## src/sv/aeth_pkg.sv

```systemverilog
`timescale 1ns / 1ps
`default_nettype none
// ----------------------------------------------------------------------------
// aeth_pkg: shared constants, types and tables
// Widths, fixed-point constants, the controller-to-datapath command bundle
// and the CORDIC arctangent table for the accelerometer tilt heading block.
// ----------------------------------------------------------------------------
package aeth_pkg;

	// Algorithm settings
	localparam int CORDIC_ITERS = 16;
	localparam int ALPHA_BITS   = 16;
	localparam int TABLE_LEN    = 24;
	localparam int ITER_N       = (CORDIC_ITERS < TABLE_LEN) ? CORDIC_ITERS : TABLE_LEN;
	localparam int IDX_W        = $clog2(TABLE_LEN);

	// Field widths
	localparam int RAW_W   = 16;
	localparam int FILT_W  = 24;
	localparam int HEAD_W  = 16;
	localparam int ALPHA_W = 16;
	localparam int IN_W    = ((3 * RAW_W + 7) / 8) * 8;
	localparam int OUT_W   = ((3 * FILT_W + HEAD_W + 7) / 8) * 8;

	// Filter arithmetic
	localparam int RAW_SHIFT = 8;
	localparam int DIFF_W    = FILT_W + 1;
	localparam int PROD_W    = ALPHA_W + 1 + DIFF_W;
	localparam int SH_W      = PROD_W - ALPHA_BITS;
	localparam int SUM_W     = SH_W + 1;
	localparam logic signed [SUM_W-1:0] FILT_MAX = SUM_W'((1 << (FILT_W - 1)) - 1);
	localparam logic signed [SUM_W-1:0] FILT_MIN = -SUM_W'(1 << (FILT_W - 1));
	localparam logic [ALPHA_W-1:0] ALPHA_RESET = ALPHA_W'(9830);

	// CORDIC arithmetic
	localparam int PRE_SHIFT = 24;
	localparam int CX_W      = FILT_W + PRE_SHIFT + 4;
	localparam int Z_W       = 26;
	localparam int ATAN_W    = 22;
	localparam int RND_SHIFT = 8;
	localparam int RZ_W      = Z_W - RND_SHIFT;
	localparam logic signed [Z_W-1:0]  QUARTER_TURN = Z_W'(2949120);
	localparam logic signed [Z_W-1:0]  ROUND_HALF   = Z_W'(1 << (RND_SHIFT - 1));
	localparam logic signed [RZ_W-1:0] HEAD_MAX     = RZ_W'(23040);

	// Axis select codes
	localparam logic [1:0] AXIS_X = 2'd0;
	localparam logic [1:0] AXIS_Y = 2'd1;
	localparam logic [1:0] AXIS_Z = 2'd2;

	// Controller to datapath commands
	typedef struct packed {
		logic             load_in;
		logic             mul;
		logic             add;
		logic             init;
		logic             iter;
		logic             load_out;
		logic [1:0]       axis;
		logic [IDX_W-1:0] idx;
	} cmd_t;

	// atan(2^-i) in 1/32768 degree
	function automatic logic [ATAN_W-1:0] atan_lut(input logic [IDX_W-1:0] i);
		logic [ATAN_W-1:0] v;
		case (i)
			5'd0:    v = ATAN_W'(1474560);
			5'd1:    v = ATAN_W'(870484);
			5'd2:    v = ATAN_W'(459940);
			5'd3:    v = ATAN_W'(233473);
			5'd4:    v = ATAN_W'(117189);
			5'd5:    v = ATAN_W'(58652);
			5'd6:    v = ATAN_W'(29333);
			5'd7:    v = ATAN_W'(14667);
			5'd8:    v = ATAN_W'(7334);
			5'd9:    v = ATAN_W'(3667);
			5'd10:   v = ATAN_W'(1833);
			5'd11:   v = ATAN_W'(917);
			5'd12:   v = ATAN_W'(458);
			5'd13:   v = ATAN_W'(229);
			5'd14:   v = ATAN_W'(115);
			5'd15:   v = ATAN_W'(57);
			5'd16:   v = ATAN_W'(29);
			5'd17:   v = ATAN_W'(14);
			5'd18:   v = ATAN_W'(7);
			5'd19:   v = ATAN_W'(4);
			5'd20:   v = ATAN_W'(2);
			5'd21:   v = ATAN_W'(1);
			default: v = '0;
		endcase
		return v;
	endfunction

endpackage
`default_nettype wire

```

## src/sv/aeth_ctrl.sv

```systemverilog
`timescale 1ns / 1ps
`default_nettype none
// ----------------------------------------------------------------------------
// aeth_ctrl: sequencing controller
// Walks one sample through the three filter updates, the CORDIC setup, the
// CORDIC iterations and the result load; owns the stream handshakes.
// ----------------------------------------------------------------------------
module aeth_ctrl (
	input  wire           clk,
	input  wire           arst_n,
	input  wire           s_tvalid,
	output logic          s_tready,
	output logic          m_tvalid,
	input  wire           m_tready,
	output aeth_pkg::cmd_t cmd
);
	import aeth_pkg::*;

	typedef enum logic [6:0] {
		ST_IDLE = 7'b0000001,
		ST_MUL  = 7'b0000010,
		ST_ADD  = 7'b0000100,
		ST_INIT = 7'b0001000,
		ST_ITER = 7'b0010000,
		ST_OUT  = 7'b0100000,
		ST_SPARE = 7'b1000000
	} state_t;

	state_t           state_q;
	logic [1:0]       axis_q;
	logic [IDX_W-1:0] idx_q;
	logic             m_tvalid_q;
	logic             out_free;

	// output register can take a result this cycle
	assign out_free = !m_tvalid_q || m_tready;

	assign s_tready = (state_q == ST_IDLE);
	assign m_tvalid = m_tvalid_q;

	// command decode
	always_comb begin
		cmd          = '0;
		cmd.axis     = axis_q;
		cmd.idx      = idx_q;
		cmd.load_in  = s_tvalid && (state_q == ST_IDLE);
		cmd.mul      = (state_q == ST_MUL);
		cmd.add      = (state_q == ST_ADD);
		cmd.init     = (state_q == ST_INIT);
		cmd.iter     = (state_q == ST_ITER);
		cmd.load_out = (state_q == ST_OUT) && out_free;
	end

	// sequencer
	always_ff @(posedge clk or negedge arst_n) begin
		if (!arst_n) begin
			state_q <= ST_IDLE;
			axis_q  <= AXIS_X;
			idx_q   <= '0;
		end else begin
			unique case (state_q)
				ST_IDLE: begin
					if (s_tvalid) begin
						state_q <= ST_MUL;
						axis_q  <= AXIS_X;
					end
				end
				ST_MUL: begin
					state_q <= ST_ADD;
				end
				ST_ADD: begin
					if (axis_q == AXIS_Z) begin
						state_q <= ST_INIT;
					end else begin
						axis_q  <= axis_q + 2'd1;
						state_q <= ST_MUL;
					end
				end
				ST_INIT: begin
					idx_q   <= '0;
					state_q <= ST_ITER;
				end
				ST_ITER: begin
					if (idx_q == IDX_W'(ITER_N - 1)) begin
						state_q <= ST_OUT;
					end else begin
						idx_q <= idx_q + IDX_W'(1);
					end
				end
				ST_OUT: begin
					if (out_free) begin
						state_q <= ST_IDLE;
					end
				end
				default: begin
					state_q <= ST_IDLE;
				end
			endcase
		end
	end

	// result valid flag
	always_ff @(posedge clk or negedge arst_n) begin
		if (!arst_n) begin
			m_tvalid_q <= 1'b0;
		end else if (cmd.load_out) begin
			m_tvalid_q <= 1'b1;
		end else if (m_tready) begin
			m_tvalid_q <= 1'b0;
		end
	end

endmodule
`default_nettype wire

```

## src/sv/aeth_dp.sv

```systemverilog
`timescale 1ns / 1ps
`default_nettype none
// ----------------------------------------------------------------------------
// aeth_dp: filter and heading datapath
// Shared multiplier for the three moving averages, a vectoring CORDIC with
// one micro-rotation per cycle, heading rounding and the output register.
// ----------------------------------------------------------------------------
module aeth_dp (
	input  wire                        clk,
	input  wire                        arst_n,
	input  aeth_pkg::cmd_t             cmd,
	input  wire                        cfg_we,
	input  wire [aeth_pkg::ALPHA_W-1:0] cfg_wdata,
	input  wire [aeth_pkg::IN_W-1:0]   in_data,
	output logic [aeth_pkg::OUT_W-1:0] out_data
);
	import aeth_pkg::*;

	logic [ALPHA_W-1:0]             alpha_q;
	logic signed [RAW_W-1:0]        raw_q [3];
	logic signed [FILT_W-1:0]       avg_q [3];
	logic signed [PROD_W-1:0]       prod_s1;

	logic signed [RAW_W-1:0]        raw_sel;
	logic signed [FILT_W-1:0]       avg_sel;
	logic signed [DIFF_W-1:0]       tgt_w;
	logic signed [DIFF_W-1:0]       diff_w;
	logic signed [PROD_W-1:0]       prod_w;
	logic signed [SH_W-1:0]         sh_w;
	logic signed [SUM_W-1:0]        sum_w;
	logic signed [FILT_W-1:0]       next_w;

	logic signed [CX_W-1:0]         x_q, y_q;
	logic signed [Z_W-1:0]          z_q;
	logic                           zero_q;
	logic signed [CX_W-1:0]         fx_w, fy_w, xs_w, ys_w;
	logic signed [Z_W-1:0]          atan_w;
	logic signed [Z_W-1:0]          zr_w;
	logic signed [RZ_W-1:0]         r_w;
	logic signed [HEAD_W-1:0]       head_w;

	logic signed [FILT_W-1:0]       fx_q, fy_q, fz_q;
	logic signed [HEAD_W-1:0]       head_q;

	// smoothing factor register
	always_ff @(posedge clk or negedge arst_n) begin
		if (!arst_n) begin
			alpha_q <= ALPHA_RESET;
		end else if (cfg_we) begin
			alpha_q <= cfg_wdata;
		end
	end

	// sample capture
	always_ff @(posedge clk) begin
		if (cmd.load_in) begin
			raw_q[0] <= in_data[RAW_W-1:0];
			raw_q[1] <= in_data[2*RAW_W-1:RAW_W];
			raw_q[2] <= in_data[3*RAW_W-1:2*RAW_W];
		end
	end

	// filter step: diff and product, one axis per pass
	assign raw_sel = raw_q[cmd.axis];
	assign avg_sel = avg_q[cmd.axis];
	assign tgt_w   = {{(DIFF_W-RAW_W-RAW_SHIFT){raw_sel[RAW_W-1]}}, raw_sel,
		{RAW_SHIFT{1'b0}}};
	assign diff_w  = tgt_w - {{(DIFF_W-FILT_W){avg_sel[FILT_W-1]}}, avg_sel};
	assign prod_w  = $signed({1'b0, alpha_q}) * diff_w;

	always_ff @(posedge clk) begin
		if (cmd.mul) begin
			prod_s1 <= prod_w;
		end
	end

	// filter step: scale, accumulate, saturate
	assign sh_w  = SH_W'(prod_s1 >>> ALPHA_BITS);
	assign sum_w = {{(SUM_W-FILT_W){avg_sel[FILT_W-1]}}, avg_sel}
		+ {{(SUM_W-SH_W){sh_w[SH_W-1]}}, sh_w};

	always_comb begin
		if (sum_w > FILT_MAX) begin
			next_w = FILT_W'(FILT_MAX);
		end else if (sum_w < FILT_MIN) begin
			next_w = FILT_W'(FILT_MIN);
		end else begin
			next_w = FILT_W'(sum_w);
		end
	end

	always_ff @(posedge clk or negedge arst_n) begin
		if (!arst_n) begin
			avg_q[0] <= '0;
			avg_q[1] <= '0;
			avg_q[2] <= '0;
		end else if (cmd.add) begin
			avg_q[cmd.axis] <= next_w;
		end
	end

	// CORDIC operands scaled up
	assign fx_w = {{(CX_W-FILT_W-PRE_SHIFT){avg_q[0][FILT_W-1]}}, avg_q[0],
		{PRE_SHIFT{1'b0}}};
	assign fy_w = {{(CX_W-FILT_W-PRE_SHIFT){avg_q[1][FILT_W-1]}}, avg_q[1],
		{PRE_SHIFT{1'b0}}};

	// micro-rotation terms
	assign xs_w   = x_q >>> cmd.idx;
	assign ys_w   = y_q >>> cmd.idx;
	assign atan_w = {{(Z_W-ATAN_W){1'b0}}, atan_lut(cmd.idx)};

	// CORDIC vectoring, left half-plane turned by a quarter first
	always_ff @(posedge clk) begin
		if (cmd.init) begin
			zero_q <= (avg_q[0] == '0) && (avg_q[1] == '0);
			if (!avg_q[0][FILT_W-1]) begin
				x_q <= fx_w;
				y_q <= fy_w;
				z_q <= '0;
			end else if (!avg_q[1][FILT_W-1]) begin
				x_q <= fy_w;
				y_q <= -fx_w;
				z_q <= QUARTER_TURN;
			end else begin
				x_q <= -fy_w;
				y_q <= fx_w;
				z_q <= -QUARTER_TURN;
			end
		end else if (cmd.iter) begin
			if (!y_q[CX_W-1]) begin
				x_q <= x_q + ys_w;
				y_q <= y_q - xs_w;
				z_q <= z_q + atan_w;
			end else begin
				x_q <= x_q - ys_w;
				y_q <= y_q + xs_w;
				z_q <= z_q - atan_w;
			end
		end
	end

	// round to 1/128 degree and clamp
	assign zr_w = z_q + ROUND_HALF;
	assign r_w  = zr_w[Z_W-1:RND_SHIFT];

	always_comb begin
		if (zero_q) begin
			head_w = '0;
		end else if (r_w > HEAD_MAX) begin
			head_w = HEAD_W'(HEAD_MAX);
		end else if (r_w < -HEAD_MAX) begin
			head_w = HEAD_W'(-HEAD_MAX);
		end else begin
			head_w = HEAD_W'(r_w);
		end
	end

	// output register
	always_ff @(posedge clk) begin
		if (cmd.load_out) begin
			fx_q   <= avg_q[0];
			fy_q   <= avg_q[1];
			fz_q   <= avg_q[2];
			head_q <= head_w;
		end
	end

	assign out_data = {head_q, fz_q, fy_q, fx_q};

endmodule
`default_nettype wire

```

## src/sv/accel_ema_tilt_heading.sv

```systemverilog
`timescale 1ns / 1ps
`default_nettype none
// Sequence from the accepting edge to m_tvalid: three filter updates (a multiply
// state and an add state each, on one shared multiplier), one CORDIC setup, 16 CORDIC
// steps and one result load, which waits while the output register is full. One
// sample is worked at a time; a new sample is taken while the last result still waits.
// Reset (arst_n low, asynchronous): averages cleared, alpha = 9830, idle.
// ----------------------------------------------------------------------------
// accel_ema_tilt_heading: accelerometer smoothing and tilt heading
// Per-axis exponential moving average of raw samples and the atan2 heading
// of the filtered x and y axes.
// ----------------------------------------------------------------------------
module accel_ema_tilt_heading (
	input  wire                          clk,
	input  wire                          arst_n,
	input  wire                          cfg_we,
	input  wire [aeth_pkg::ALPHA_W-1:0]  cfg_wdata,   // alpha
	input  wire                          s_tvalid,
	output logic                         s_tready,
	input  wire [aeth_pkg::IN_W-1:0]     s_tdata,     // raw_x, raw_y, raw_z
	output logic                         m_tvalid,
	input  wire                          m_tready,
	output logic [aeth_pkg::OUT_W-1:0]   m_tdata      // filt_x, filt_y, filt_z, heading
);
	import aeth_pkg::*;

	cmd_t cmd;

	// sequencing
	aeth_ctrl u_ctrl (
		.clk      (clk),
		.arst_n   (arst_n),
		.s_tvalid (s_tvalid),
		.s_tready (s_tready),
		.m_tvalid (m_tvalid),
		.m_tready (m_tready),
		.cmd      (cmd)
	);

	// arithmetic
	aeth_dp u_dp (
		.clk       (clk),
		.arst_n    (arst_n),
		.cmd       (cmd),
		.cfg_we    (cfg_we),
		.cfg_wdata (cfg_wdata),
		.in_data   (s_tdata),
		.out_data  (m_tdata)
	);

endmodule
`default_nettype wire

```

## config.mk

```make
export PLATFORM = sky130hd
export DESIGN_NAME = accel_ema_tilt_heading
export DESIGN_NICKNAME = d
export VERILOG_FILES = /design/src/sv/aeth_pkg.sv /design/src/sv/aeth_ctrl.sv /design/src/sv/aeth_dp.sv /design/src/sv/accel_ema_tilt_heading.sv
export SDC_FILE = /design/constraint.sdc
export NUM_CORES = 2
export LEC_CHECK = 0
export BUFFER_PORTS_ARGS = -buffer_cell sky130_fd_sc_hd__buf_2
export CORE_ASPECT_RATIO = 0.6
export CORE_MARGIN = 1
export CORE_UTILIZATION = 60
export DETAILED_ROUTE_END_ITERATION = 6
export PLACE_DENSITY_LB_ADDON = 0.3
export SETUP_SLACK_MARGIN = 0.2
export SLEW_MARGIN = 20
export SYNTH_ARGS = -nofsm -noshare
export SYNTH_HDL_FRONTEND = slang
export SYNTH_SLANG_ARGS = --single-unit
```

## constraint.sdc

```tcl
create_clock -name clk -period 17.85 [get_ports clk]
set_clock_uncertainty 0.15 [all_clocks]
set_input_delay 3.57 -clock clk [delete_from_list [all_inputs] [get_ports clk]]
set_output_delay 3.57 -clock clk [all_outputs]
set_load 0.005 [all_outputs]
```

==> results.py <==
metrics = {
    "outcome": {
        "status": "finished clean",
    },
    "routing": {
        "wl_per_cell_um": 25.1,
        "firstDrtPassIters": 6,
        "vias": 41190,
        "finalWirelength_um": 157000,
        "drc_errors": 0,
        "first_iter_violations": 5449,
        "viasPerCell": 6.56,
        "ant_nets": 0,
    },
    "cts": {
        "postCtsSetupBuffers": 0,
        "clockRootBuffer": "clkbuf_16",
        "hold_buffers": 0,
        "cts_buffers": 42,
        "post_cts_resized": 0,
        "cts_tree": "done",
        "clock_latency_ns": 0.65,
        "clkTransAtPathRegs_ns": 0.07,
        "clock-sinks": 395,
        "clk_path_buf_depth": 3,
        "htreeDepth": 2,
    },
    "yosys": {
        "synth_cells": 5178,
        "async_reset_ff_share_pct": 25.8,
        "netlist_area_um2": 49100,
        "yosys_warnings": 0,
        "synth_ff_type": "edfxtp_1",
        "syn_area_per_cell_um2": 9.47,
        "synth_seq_cells": 395,
        "synth-edff-count": 293,
        "synth_nets": 5922,
        "synth_cell_type_count": 100,
        "yosysSeqAreaShare_pct": 23.2,
    },
    "global_routing": {
        "antenna_found_initial": 3,
        "grt_use_met3_pct": 18.4,
        "grt_max_degree": 93,
        "grt_usage_pct": 37.9,
        "grt_pass1_vias": 38561,
        "met1_usage_pct": 59.9,
        "use_met2_pct": 45.3,
        "grt_pass1_wl_um": 238000,
        "grt_overflow": 0,
        "busiest_layer": "met1",
    },
    "finish": {
        "layout_common_cells": "552 x inv_1, 510 x nand2_1, 387 x fa_1, 326 x nor2_1, 322 x a21oi_1",
        "drive_gt1_share_pct": 12.4,
        "n_fill_cell": 6465,
        "layoutNonFillerInstCount": 6277,
        "area_growth_pct": 6.13,
        "final_common_cell": "inv_1",
        "final_nets": 5917,
    },
    "floorplanning": {
        "die_area_um2": 82900,
        "core_um2": 80200,
        "io_pins": 159,
        "die-width_um": 371,
        "start_util_pct": 61.2,
        "fp.dieH_um": 223,
        "row_count": 80,
    },
    "setup_path": {
        "max_stage_delay_ns": 0.70,
        "path_common_cell": "fa_1",
        "critPathSlowestCell": "nor3b_1",
        "crit_required_ns": 18.10,
        "startpoint_type": "register",
        "cp.arrival_ns": 11.93,
        "crit_fanout": 44,
        "crit_type": "register to register",
        "end_kind": "register",
    },
    "timing": {
        "slew_viol_final": 0,
        "hold_viol_final": 0,
        "setup_ws_ns": 6.17,
        "fin_crit_sh_pct": 65.4,
        "setup_violations": 0,
        "final.min_clock_period_ns": 11.68,
        "worst_slew_pin_slew_ns": 1.27,
        "fmax_mhz": 85.6,
        "slew_headroom_pct": 15.0,
        "rsz0062_at_grt": "false",
        "tns_ns": 0,
    },
    "placed_design": {
        "dp_cells": 6195,
        "io_buffers": 158,
        "gp_congestion": 1.05,
        "hpwl_um": 122000,
        "dp_slack_ns": 6.53,
    },
    "flow_run": {
        "max_cap_viol_count": 0,
    },
    "worst_hold_path": {
        "worstHoldPathType": "register to register",
    },
}
==> state kept, by name, summed over array words and instances (netlist names), 24 cells and up <==
signal        flops
u_dp.raw_q       48
u_dp.z_q         26
u_dp.fz_q        24
u_dp.x_q         52
u_dp.y_q         52
u_dp.avg_q       72
u_dp.fy_q        24
u_dp.prod_s1     26
u_dp.fx_q        24
==> cells in the mapped netlist, drive strengths merged (10+ instances only) <==
cell    number  area, µm²
inv        557       2090
nand2      512       1920
fa         387       7750
nor2       327       1230
a21oi      322       1610
edfxtp     293       8800
ha         288       3600
o21ai      228       1140
and2       216       1350
xnor2      190       1660
clkbuf     183        702
xor2       160       1400
mux4       148       3400
mux2       135       1520
mux2i      123       1230
buf         95        593
dfrtp       94       2350
a21o        83        623
nor3        76        380
nand3       70        350
a31oi       63        394
o211ai      61        458
o21a        42        315
nor2b       37        231
and3        35        219
nand2b      35        219
o21bai      35        263
a211oi      31        233
o31ai       23        173
or3         22        138
or2         20        125
nand4       18        113
and4        16        140
o22ai       16        100
nor4        15        124
a211o       13        114
nor3b       13        103
or4         13       97.6
a221oi      10       87.6
==> kinds of logic after synthesis <==
group	count (synthesis)	share of synthesized area, %
muxes	406	12.5
adders and majority gates	679	23.2
and+or+nand+nor	1447	14.2
xor gates and xnor gates	350	6.25
buffers and inverters	837	6.92
AOI/OAI and AO/OA	1064	13.8
DFF	395	23.2
==> layer usage <==
metal / routed length [µm] / share of wire (%)
met5: 270 / 0.17
met4: 2730 / 1.7
met3: 27900 / 18
met2: 56300 / 36
met1: 70100 / 45
==> layout make-up <==
cell class                      instances  area, µm²  area share (%)
Multi-Input combinational cell       3946      34400            66.2
Tap cell                             1066       1330            2.56
Clock buffer                           47       1100            2.11
Clock inverter                         31        367           0.704
Timing Repair Buffer                  229       1330            2.55
Antenna cell                            4       10.0          0.0192
Inverter                              559       2100            4.03
Sequential cell                       395      11400            21.9
==> per-stage QoR <==
step	utilization [%]	area, µm²	hold WS [ns]
CTS	64.9	52000	0.318
global placement	63.1	50600	0.315
floorplan	-	49100	0.270
finish	64.9	52100	0.317
detailed placement	63.1	50600	0.305
global route	64.9	52100	0.318
==> worst max-delay path, delay by kind of cell (launching register included) <==
| family | cells | cell delay [ns] |
|---|---|---|
| mux | 1 | 0.41 |
| xor+xnor | 2 | 0.27 |
| flops | 1 | 0.39 |
| fa+ha+maj | 8 | 3.51 |
| compound gates | 12 | 3.49 |
| simple gates | 8 | 2.03 |
| buf+inv | 6 | 1.13 |
==> path summary, 6_finish.rpt <==
kind	to	depth (start not counted)	slack [ns]	startpoint
worst max-delay path	u_dp.prod_s1[34]$_DFFE_PP_	37	6.17	u_ctrl.axis_q[0]$_DFFE_PN0P_
worst min-delay path	u_dp.fz_q[18]$_DFFE_PP_	0	0.32	u_dp.avg_q[18]$_DFFE_PN0P_
worst max register to register	u_dp.prod_s1[34]$_DFFE_PP_	37	6.17	u_ctrl.axis_q[0]$_DFFE_PN0P_
worst min register to register	u_dp.fz_q[18]$_DFFE_PP_	0	0.32	u_dp.avg_q[18]$_DFFE_PN0P_
max in group asynchronous	u_dp.alpha_q[4]$_DFFE_PN0P_	2	13.34	arst_n
min in group asynchronous	u_ctrl.idx_q[0]$_DFFE_PN0P_	1	2.75	arst_n
Power is not shown: default switching activity piles up to over one toggle a cycle in this logic, so the estimate is an artifact.
